**config.mk**
```make
export PLATFORM = sky130hd
export DESIGN_NAME = fifo_wait_queue_remove_by_key
export DESIGN_NICKNAME = d
export VERILOG_FILES = /design/src/rtl/core/fwq_pkg.sv /design/src/rtl/core/fifo_wait_queue_remove_by_key.sv /design/src/rtl/core/fwq_cell.sv
export SDC_FILE = /design/constraint.sdc
export NUM_CORES = 1
export LEC_CHECK = 0
export BUFFER_PORTS_ARGS = -buffer_cell sky130_fd_sc_hd__buf_2
export CAP_MARGIN = 20
export CORE_MARGIN = 2
export CORE_UTILIZATION = 60
export CTS_CLUSTER_DIAMETER = 100
export DETAILED_ROUTE_END_ITERATION = 7
export PLACE_DENSITY_LB_ADDON = 0.12
export REMOVE_ABC_BUFFERS = 1
export SLEW_MARGIN = 20
export SYNTH_ARGS = -nofsm -noshare
export SYNTH_HDL_FRONTEND = slang
export SYNTH_SLANG_ARGS = --single-unit
export TNS_END_PERCENT = 1
```
**constraint.sdc**
```tcl
create_clock -name clk -period 10 [get_ports clk]
set_input_delay 1.5 -clock clk [delete_from_list [all_inputs] [get_ports clk]]
set_output_delay 1.5 -clock clk [all_outputs]
set_load 0.05 [all_outputs]
```
**src/rtl/core/fwq_pkg.sv**
```systemverilog
// Shared types and constants for the FIFO wait queue with remove by key.
// No dependencies; every other file of the block imports this package.
`timescale 1ns / 1ps
`default_nettype none

package fwq_pkg;

	// Queue geometry and field widths.
	localparam int QUEUE_DEPTH = 16;
	localparam int PID_BITS    = 15;
	localparam int HANDLE_BITS = 16;
	localparam int CNT_W       = $clog2(QUEUE_DEPTH + 1);

	// Operation codes.
	localparam logic [1:0] OP_ENQUEUE = 2'd0;
	localparam logic [1:0] OP_DEQUEUE = 2'd1;
	localparam logic [1:0] OP_REMOVE  = 2'd2;

	// Status codes.
	localparam logic [1:0] ST_OK    = 2'd0;
	localparam logic [1:0] ST_EMPTY = 2'd1;
	localparam logic [1:0] ST_FULL  = 2'd2;
	localparam logic [1:0] ST_NULL  = 2'd3;

	// Request carried by one input transaction.
	typedef struct packed {
		logic [1:0]             opcode;
		logic [PID_BITS-1:0]    key_pid;
		logic [HANDLE_BITS-1:0] entry_handle;
	} req_t;

	// Result carried by one output transaction.
	typedef struct packed {
		logic [1:0]             status;
		logic [HANDLE_BITS-1:0] out_handle;
		logic [PID_BITS-1:0]    out_pid;
		logic [CNT_W-1:0]       entry_count;
		logic                   queue_empty;
	} rsp_t;

	// Per-cell control from the queue controller.
	typedef struct packed {
		logic shift;
		logic load;
		logic capture;
	} cell_ctrl_t;

endpackage

`default_nettype wire

```
**src/rtl/core/fifo_wait_queue_remove_by_key.sv**
```systemverilog
// Top level of the FIFO wait queue with remove by key: a chain of entry cells
// and the controller that steers it. Depends on fwq_pkg and fwq_cell.
//
// Enqueue, dequeue and the unused opcode give the result strobe done in the
// cycle after start is accepted, and a new transaction may be accepted in
// every cycle while busy is low. For a remove, every cell compares its entry
// with the key in the accept cycle, busy is then high for one cycle while the
// first matching live cell is selected and the cells behind it shift one
// place toward the head, and done follows in the next cycle.
// Each result is shown for exactly one cycle and must be taken then; the
// receiver cannot stall the block. No clearing pass is needed after reset.
`timescale 1ns / 1ps
`default_nettype none

module fifo_wait_queue_remove_by_key (
	input  wire logic          clk,
	input  wire logic          arst_n,
	input  wire logic          start,
	input  wire fwq_pkg::req_t req,
	output logic               busy,
	output logic               done,
	output fwq_pkg::rsp_t      rsp
);
	import fwq_pkg::*;

	localparam int D = QUEUE_DEPTH;

	logic             busy_q;
	logic             done_q;
	rsp_t             rsp_q;
	logic [CNT_W-1:0] count_q;

	logic                   accept;
	logic                   enq_ok;
	logic                   deq_ok;
	logic                   capture;
	logic                   any_hit;
	logic [D-1:0]           live;
	logic [D-1:0]           hit;
	logic [D-1:0]           first;
	logic [D-1:0]           rm_shift;
	logic [PID_BITS-1:0]    sel_pid;
	logic [HANDLE_BITS-1:0] sel_handle;
	rsp_t                   rsp_d;
	logic [CNT_W-1:0]       count_d;

	cell_ctrl_t             ctrl    [D];
	logic [PID_BITS-1:0]    c_pid   [D];
	logic [HANDLE_BITS-1:0] c_handle[D];
	logic [D-1:0]           c_match;

	assign accept  = start && !busy_q;
	assign enq_ok  = accept && (req.opcode == OP_ENQUEUE) && (req.entry_handle != '0)
		&& (count_q < CNT_W'(D));
	assign deq_ok  = accept && (req.opcode == OP_DEQUEUE) && (count_q != '0);
	assign capture = accept && (req.opcode == OP_REMOVE);

	// Cell chain: each cell takes its neighbor's entry toward the head.
	for (genvar i = 0; i < D; i++) begin : g_cell
		localparam logic [D-1:0] LOWER = (D'(1) << i) - D'(1);

		logic [PID_BITS-1:0]    nxt_pid;
		logic [HANDLE_BITS-1:0] nxt_handle;

		if (i == D - 1) begin : g_last
			assign nxt_pid    = '0;
			assign nxt_handle = '0;
		end else begin : g_mid
			assign nxt_pid    = c_pid[i+1];
			assign nxt_handle = c_handle[i+1];
		end

		// A cell is live below the count; cells at and behind the first hit shift.
		assign live[i]     = CNT_W'(i) < count_q;
		assign hit[i]      = c_match[i] && live[i];
		assign first[i]    = hit[i] && ((hit & LOWER) == '0);
		assign rm_shift[i] = hit[i] || ((hit & LOWER) != '0);

		assign ctrl[i].load    = enq_ok && (count_q == CNT_W'(i));
		assign ctrl[i].shift   = deq_ok || (busy_q && rm_shift[i]);
		assign ctrl[i].capture = capture;

		fwq_cell u_cell (
			.clk       (clk),
			.arst_n    (arst_n),
			.ctrl      (ctrl[i]),
			.key_pid   (req.key_pid),
			.new_handle(req.entry_handle),
			.nxt_pid   (nxt_pid),
			.nxt_handle(nxt_handle),
			.pid       (c_pid[i]),
			.handle    (c_handle[i]),
			.match     (c_match[i])
		);
	end

	// Select the entry of the first matching cell.
	always_comb begin
		sel_pid    = '0;
		sel_handle = '0;
		for (int i = 0; i < D; i++) begin
			sel_pid    = sel_pid | (c_pid[i] & {PID_BITS{first[i]}});
			sel_handle = sel_handle | (c_handle[i] & {HANDLE_BITS{first[i]}});
		end
	end

	assign any_hit = hit != '0;

	// Next result and count.
	always_comb begin
		rsp_d   = '0;
		count_d = count_q;
		if (busy_q) begin
			if (any_hit) begin
				rsp_d.status     = ST_OK;
				rsp_d.out_pid    = sel_pid;
				rsp_d.out_handle = sel_handle;
				count_d          = count_q - CNT_W'(1);
			end else begin
				rsp_d.status = ST_EMPTY;
			end
		end else begin
			case (req.opcode)
				OP_ENQUEUE: begin
					if (req.entry_handle == '0) begin
						rsp_d.status = ST_NULL;
					end else if (count_q >= CNT_W'(D)) begin
						rsp_d.status = ST_FULL;
					end else begin
						rsp_d.status = ST_OK;
						count_d      = count_q + CNT_W'(1);
					end
				end
				OP_DEQUEUE: begin
					if (count_q != '0) begin
						rsp_d.status     = ST_OK;
						rsp_d.out_pid    = c_pid[0];
						rsp_d.out_handle = c_handle[0];
						count_d          = count_q - CNT_W'(1);
					end else begin
						rsp_d.status = ST_EMPTY;
					end
				end
				default: begin
					rsp_d.status = ST_EMPTY;
				end
			endcase
		end
		rsp_d.entry_count = count_d;
		rsp_d.queue_empty = (count_d == '0);
	end

	// Control state: count, remove phase and result strobe.
	always_ff @(posedge clk or negedge arst_n) begin
		if (!arst_n) begin
			count_q <= '0;
			busy_q  <= 1'b0;
			done_q  <= 1'b0;
		end else begin
			busy_q <= capture;
			done_q <= busy_q || (accept && !capture);
			if (busy_q || (accept && !capture)) begin
				count_q <= count_d;
			end
		end
	end

	// Result register.
	always_ff @(posedge clk) begin
		if (busy_q || (accept && !capture)) begin
			rsp_q <= rsp_d;
		end
	end

	assign busy = busy_q;
	assign done = done_q;
	assign rsp  = rsp_q;

endmodule

`default_nettype wire

```
**src/rtl/core/fwq_cell.sv**
```systemverilog
// One storage cell of the wait queue chain: holds one entry and its match flag.
// Depends on fwq_pkg for widths and the cell control struct.
`timescale 1ns / 1ps
`default_nettype none

module fwq_cell (
	input  wire logic                            clk,
	input  wire logic                            arst_n,
	input  wire fwq_pkg::cell_ctrl_t             ctrl,
	input  wire logic [fwq_pkg::PID_BITS-1:0]    key_pid,
	input  wire logic [fwq_pkg::HANDLE_BITS-1:0] new_handle,
	input  wire logic [fwq_pkg::PID_BITS-1:0]    nxt_pid,
	input  wire logic [fwq_pkg::HANDLE_BITS-1:0] nxt_handle,
	output logic      [fwq_pkg::PID_BITS-1:0]    pid,
	output logic      [fwq_pkg::HANDLE_BITS-1:0] handle,
	output logic                                 match
);
	import fwq_pkg::*;

	logic [PID_BITS-1:0]    pid_q;
	logic [HANDLE_BITS-1:0] handle_q;
	logic                   match_q;

	// Entry storage: load a new entry at the tail, or take the neighbor's entry.
	always_ff @(posedge clk) begin
		if (ctrl.load) begin
			pid_q    <= key_pid;
			handle_q <= new_handle;
		end else if (ctrl.shift) begin
			pid_q    <= nxt_pid;
			handle_q <= nxt_handle;
		end
	end

	// The key compare is captured when a remove transaction is accepted.
	always_ff @(posedge clk or negedge arst_n) begin
		if (!arst_n) begin
			match_q <= 1'b0;
		end else if (ctrl.capture) begin
			match_q <= (pid_q == key_pid);
		end
	end

	assign pid    = pid_q;
	assign handle = handle_q;
	assign match  = match_q;

endmodule

`default_nettype wire

```
==> results of run 1 <==
-- metrics by stage --
step	instances	power, mW
4_1_cts	2959	5.65
5_1_grt	2960	5.80
3_5_place_dp	2851	3.41
6_report	2960	5.67
2_1_floorplan	2061	3.15
3_3_place_gp	2850	3.39
-- where the power goes --
group          switching (mW)  internal (mW)
registers               0.120           2.68
clock network           0.961           1.32
logic                   0.394          0.198
total                    1.48           4.20
-- cells in the mapped netlist (7+ instances only) --
master / number
edfxtp_1: 535
mux2_2: 464
xnor2_1: 177
clkbuf_1: 161
a22oi_1: 92
nand2_1: 80
a21oi_1: 77
xor2_1: 64
nor2_1: 60
buf_1: 53
a22o_1: 52
nand4_1: 49
o21ai_0: 42
nand3_1: 40
a222oi_1: 37
and2_1: 36
a31oi_1: 33
a221oi_1: 28
dfrtp_1: 23
nor4_1: 21
o41ai_1: 17
a221o_1: 16
nor3_1: 12
and3_1: 9
inv_1: 8
a2111oi_0: 7
o21a_1: 7
-- layout by cell type (no fill, tap or decap), types with 28 or more instances in the layout --
master and n:
a31oi_1 32, nand2_1 73, a22oi_1 92, a22o_1 52
nand3_1 33, clkbuf_16 59, a222oi_1 37, buf_2 76
xor2_1 64, buf_4 49, mux2_2 464, nand4_1 49
nor2_1 54, edfxtp_1 535, a221oi_1 28, xnor2_1 177
a21oi_1 77, and2_1 35, o21ai_0 42
-- cell type report --
cell class	count	area [µm²]
Sequential cell	558	16600
Fill cell	3588	16200
Multi-Input combinational cell	1493	12700
Clock buffer	71	1540
Tap cell	664	831
Timing Repair Buffer	127	803
Clock inverter	37	415
Inverter	10	37.5
-- layer usage --
metal / GRT usage / routed length, µm / vias up / part of all wire
li1: - / - / 8835 / -
met1: 0.536 / 38200 / 10800 / 0.39
met2: 0.563 / 42600 / 1540 / 0.44
met3: 0.0831 / 11900 / 243 / 0.12
met4: 0.158 / 4250 / 0 / 0.044
met5: 0 / 0 / - / 0
-- registers in the layout (all words and copies together), names as in the netlist --
name                  cells
g_cell.u_cell.pid       240
g_cell.u_cell.match      16
rsp                      39
done                      1
count_q                   5
busy                      1
g_cell.u_cell.handle    256
-- worst paths after layout --
kind | slack [ns] | cells after the start | to | from
max in group asynchronous | 8.59 | 1 | g_cell[7].u_cell.match$_DFFE_PN0P_ | arst_n
setup / recovery | 4.58 | 8 | g_cell[11].u_cell.handle[14]$_DFFE_PP_ | req[15]
hold reg to reg | 0.54 | 2 | g_cell[7].u_cell.match$_DFFE_PN0P_ | g_cell[7].u_cell.match$_DFFE_PN0P_
hold / removal | 0.54 | 2 | g_cell[7].u_cell.match$_DFFE_PN0P_ | g_cell[7].u_cell.match$_DFFE_PN0P_
setup reg to reg | 4.74 | 8 | g_cell[11].u_cell.handle[14]$_DFFE_PP_ | count_q[2]$_DFFE_PN0P_
min in group asynchronous | 0.92 | 1 | g_cell[15].u_cell.match$_DFFE_PN0P_ | arst_n
-- critical path, cell delays in order --
cell and delay, ns:
buf_2 0.27, nor4_1 0.19, a41oi_1 0.73, nand3_1 0.21, nor3b_1 0.51, and3_2 0.99, nand3b_1 0.81, buf_4 0.46
-- cell families (layout without fill, tap and decap cells) --
kind of cell,count (synthesis),count (layout),synth area share
flip-flops,558,558,0.555
multiplexers,466,466,0.175
buffers and inverters,228,245,0.0289
AND/OR/NAND/NOR,340,340,0.0591
XOR/XNOR,241,241,0.0704
adder cells (fa/ha/maj),5,5,0.00209
AO/OA/AOI/OAI,441,441,0.109
==> results.md, run 1 <==
* Fin. max-slew vios at 0
* Final WS setup at 4.58 ns
* Later-pin clock latency in the skew report at 0.64 ns
* Critical path type: primary input to flip-flop
* Post-DP HPWL at 60300 µm
* H-tree depth at 2
* Post-synth EDFFs at 535
* Slew @ Worst Pin at 1.21 ns
* IO buf count at 76
* Final Hold Fails at 0
* GRT Util Overall at 0.377
* Worst-path fanout max at 34
* Final min period at 5.42 ns
* DRT iter0 DRCs at 3428
* Layout area overhead at 9.90%
* Initial antenna violation count at 0
* Worst Hold Class: flip-flop to flip-flop
* Yosys warning total at 0
* Yosys top cell area share at 0.536
* Die width at 227 µm
* Starting density of the core at 0.610
* Final setup viols at 0
* Die H at 227 µm
* CP required at 10.30 ns
* DR WL/cell at 32.7 µm
* Crit start category: primary input
* Antenna diodes at 0
* CTS resizes at 0
* Fin area at 32900 µm²
* Gpl congestion at 0.928
* Hold Slack at 0.537 ns
* Vias at 21400
* Largest net degree at the start of global routing at 45
* CTS Buf Count at 59
* Post-layout nets at 2290
* Antenna viol nets, final at 0
* Synth Area per Inst at 13.1 µm²
* Post-Route WL at 96900 µm
* Core ar. at 49200 µm²
* Max-Cap Viols at 0
* Register area share after synthesis at 0.555
* Status: finished clean
* Max Clock Skew at 0.0236 ns
* RSZ-0062 raised after global routing: no
* # DRC at 0
* Synthesized area at 30000 µm²
* CTS sink cnt at 558
* CTS Hold Bufs at 0
* Pre-antenna DRT Iters at 7
* Leakage at 11.0 nW
* Largest cells by area after synthesis: edfxtp_1, mux2_2, xnor2_1
* Post-DP Area at 30900 µm²
* Vias in the first global route at 20800
* # rows at 81
* WP data arrival at 5.72 ns
* Rel. slew slack at 0.195
* Worst vdd ir at 130 µV
* Setup Buffers After CTS at 0
* Yosys reg bits at 558
* Fmax at 185 MHz
* Post-synth top flop: edfxtp_1
* CTS clock-pin slew for the worst setup and hold paths at 0.06 ns
* Setup TNS at 0 ns
* Setup WS pre-CTS at 4.05 ns
* Synth cell types at 68
* CTS Buffer Depth at 3
* Async set or reset register ratio after synthesis at 0.0412
* Total gr overflow at 0
* CP Capture Type: flip-flop
* Final period utilization at 0.542
* Share of layout cells above drive strength 1 at 0.316
* Root buffer cell: clkbuf_16
* Power per cell area at 172 nW/µm²
* Post-synth top area cell: edfxtp_1
* CTS tree: built
* Vias per cell at 7.24
* Synthesized instance count at 2279
* Fin util at 0.670
* First-pass GRT wire length at 141000 µm
* Die area at 51700 µm²
* I/O pin total at 77
No activity file was read; power rests on OpenSTA's default activity.
==> run 2: changes to the inputs <==
--- a/config.mk
+++ b/config.mk
@@ -8,7 +8,7 @@
 export BUFFER_PORTS_ARGS = -buffer_cell sky130_fd_sc_hd__buf_2
 export CAP_MARGIN = 20
 export CORE_MARGIN = 2
-export CORE_UTILIZATION = 60
+export CORE_UTILIZATION = 57
 export CTS_CLUSTER_DIAMETER = 100
 export DETAILED_ROUTE_END_ITERATION = 7
 export PLACE_DENSITY_LB_ADDON = 0.12
==> constraint.sdc (replaced) <==
create_clock -name clk -period 4.4 [get_ports clk]
set_input_delay 0.66 -clock clk [delete_from_list [all_inputs] [get_ports clk]]
set_output_delay 0.66 -clock clk [all_outputs]
set_load 0.05 [all_outputs]
==> run 2 against run 1 <==
  * Combinational power rose by 140%
  * Via count rose by 0.29%
  * Count of clock-buffer cells in the layout did not move
  * Largest cell class unchanged
  * Cell area rose by 1.6%
  * Critical path type is now flip-flop to flip-flop
==> results.md, run 2 (synthesized netlist as in run 1, its figures left out) <==
* Status: finished clean
* Final setup viols at 0 (unchanged)
* Worst Hold Class: primary input to asynchronous set/reset pin
* Post-DP Area at 31500 µm² (+2.0%)
* Antenna diodes at 0 (unchanged)
* Fin util at 0.641 (-0.0292)
* Post-layout nets at 2351 (+2.7%)
* Max reg flops at 256 (unchanged)
* Pre-antenna DRT Iters at 7 (unchanged)
* CTS tree: built
* Fin area at 33500 µm² (+1.6%)
* Core ar. at 52200 µm² (+6.3%)
* Power per cell area at 386 nW/µm² (+120%)
* Die area at 54400 µm² (+5.2%)
* Final total power at 12.9 mW (+130%)
* Post-Route WL at 101000 µm (+3.8%)
* H-tree depth at 2 (unchanged)
* DR WL/cell at 33.0 µm (+0.88%)
* Final Hold Fails at 0 (unchanged)
* Fmax at 232 MHz
* Setup TNS at 0 ns (unchanged)
* CP bufs+invs at 1 (-1)
* Vias at 21500 (+0.29%)
* # DRC at 0 (unchanged)
* Total gr overflow at 0 (unchanged)
* Setup WS pre-CTS at 0.266 ns (-3.78 ns)
* Slew @ Worst Pin at 1.22 ns (+0.0176 ns)
* Max Clock Skew at 0.0285 ns (+0.00496 ns)
* CTS clock-pin slew for the worst setup and hold paths at 0.06 ns (about the same)
* Starting density of the core at 0.574 (-0.0360)
* Later-pin clock latency in the skew report at 0.64 ns (about the same)
* Vias per cell at 7.06 (-2.5%)
* First-pass GRT wire length at 145000 µm (+3.1%)
* Largest net degree at the start of global routing at 36 (-20%)
* Antenna viol nets, final at 0 (unchanged)
* Die H at 233 µm (+2.6%)
* RSZ-0062 raised after global routing: no
* CTS sink cnt at 558 (unchanged)
* CTS Buffer Depth at 3 (unchanged)
* Root buffer cell: clkbuf_16
* DRT iter0 DRCs at 3356 (-2.1%)
* Vias in the first global route at 20900 (+0.60%)
* Layout area overhead at 11.7%
* Final period utilization at 0.980
* CTS Hold Bufs at 0 (unchanged)
* WP data arrival at 4.63 ns (-1.09 ns)
* Setup Buffers After CTS at 0 (unchanged)
* Final min period at 4.31 ns
* IO buf count at 76 (unchanged)
* Leakage at 11.3 nW (+3.0%)
* Share of layout cells above drive strength 1 at 0.331 (+0.0154)
* Rel. slew slack at 0.163 (-0.0320)
* Most common cell on crit path: nand2_1
* Initial antenna violation count at 1 (+1)
* Worst setup startpoint: count_q[0]$_DFFE_PN0P_
* Worst-path fanout max at 18 (-47%)
* CTS resizes at 0 (unchanged)
* Critical Path Max Stage Delay at 1.08 ns (+0.09 ns)
* GRT Util Overall at 0.370 (-0.00679)
* Most frequent cells in the layout: edfxtp_1, mux2_2, xnor2_1
* Final WS setup at 0.0889 ns (-4.49 ns)
* CP required at 4.72 ns (-5.58 ns)
* # rows at 84 (+3.7%)
* Max stage delay cell, worst path: a2111oi_0
* Post-DP HPWL at 67100 µm (+11%)
* Crit path max-delay family: compound AO/OA/AOI/OAI gates
* Most common library cell in the layout ignoring fill and taps: edfxtp_1
* Worst vdd ir at 325 µV (+150%)
* Critical path type: flip-flop to flip-flop
* CTS Buf Count at 59 (unchanged)
* Crit start category: flip-flop
* Die width at 233 µm (+2.6%)
* Worst-path cell chain: inv_1, ha_1, or4b_1, nand2_1, o22ai_2, a222oi_1, nand2_1, a2111oi_0, a31oi_1
* Fin. max-slew vios at 0 (unchanged)
* CP Capture Type: flip-flop
* Worst r2r src: count_q[0]$_DFFE_PN0P_
* I/O pin total at 77 (unchanged)
* Gpl congestion at 0.971 (+4.6%)
* Max-Cap Viols at 0 (unchanged)
-- run 2: cell count changes in the layout (fill, tap and decap cells not counted), moves of 2 or more --
| cell | delta |
|---|---|
| buf_12 | +13 |
| buf_4 | +49 |
| nand2_1 | +2 |
| clkinv_2 | +4 |
| nand3_2 | +4 |
| inv_6 | -3 |
| clkinv_1 | +2 |
| nand3_4 | -4 |
-- run 2: worst paths after layout --
check | slack, ns | depth (start not counted) | endpoint
min in group clk | 0.55 | 2 | g_cell[7].u_cell.match$_DFFE_PN0P_
hold / removal | 0.10 | 1 | done$_DFF_PN0_
hold reg to reg | 0.55 | 2 | g_cell[7].u_cell.match$_DFFE_PN0P_
max in group asynchronous | 3.75 | 1 | g_cell[2].u_cell.match$_DFFE_PN0P_
setup reg to reg | 0.09 | 9 | rsp[18]$_DFFE_PP_
setup / recovery | 0.09 | 9 | rsp[18]$_DFFE_PP_
-- run 2: worst reg2reg max path, cell delays in order, from the launching register on --
cell,delay [ns]
dfrtp_1,0.61
inv_1,0.28
ha_1,0.32
or4b_1,0.51
nand2_1,0.23
o22ai_2,0.20
a222oi_1,0.36
nand2_1,0.20
a2111oi_0,1.08
a31oi_1,0.21
-- run 2: area by class of cell --
type	count	area [µm²]
multi-input cells	1493	12600
flip-flops and latches	558	16600
well taps	688	861
repair buffers	188	1400
clock buffers	71	1540
clock inverters	38	400
inverters	10	37.5
fillers	3939	18800
-- run 2: power breakdown --
group          total [mW]  switching, mW  internal (mW)
Combinational        1.45          0.958          0.496
Clock                5.17           2.17           3.00
Sequential           6.29          0.210           6.08
Total                12.9           3.34           9.58
-- run 2: metal layers --
metal / GRT usage / vias to the layer above / wire, µm
met5: 0 / - / 14
met4: 0.185 / 2 / 5810
met3: 0.0737 / 303 / 11200
met2: 0.565 / 1474 / 44900
met1: 0.507 / 10800 / 38700
li1: - / 8961 / -
-- run 2: through the flow --
| step | hold slack, ns | instances |
|---|---|---|
| 2_1_floorplan | 0.364 | 2061 |
| 5_1_grt | 0.135 | 3046 |
| 3_5_place_dp | 0.501 | 2936 |
| 3_3_place_gp | 0.505 | 2936 |
| 4_1_cts | 0.102 | 3045 |
| 6_report | 0.105 | 3046 |
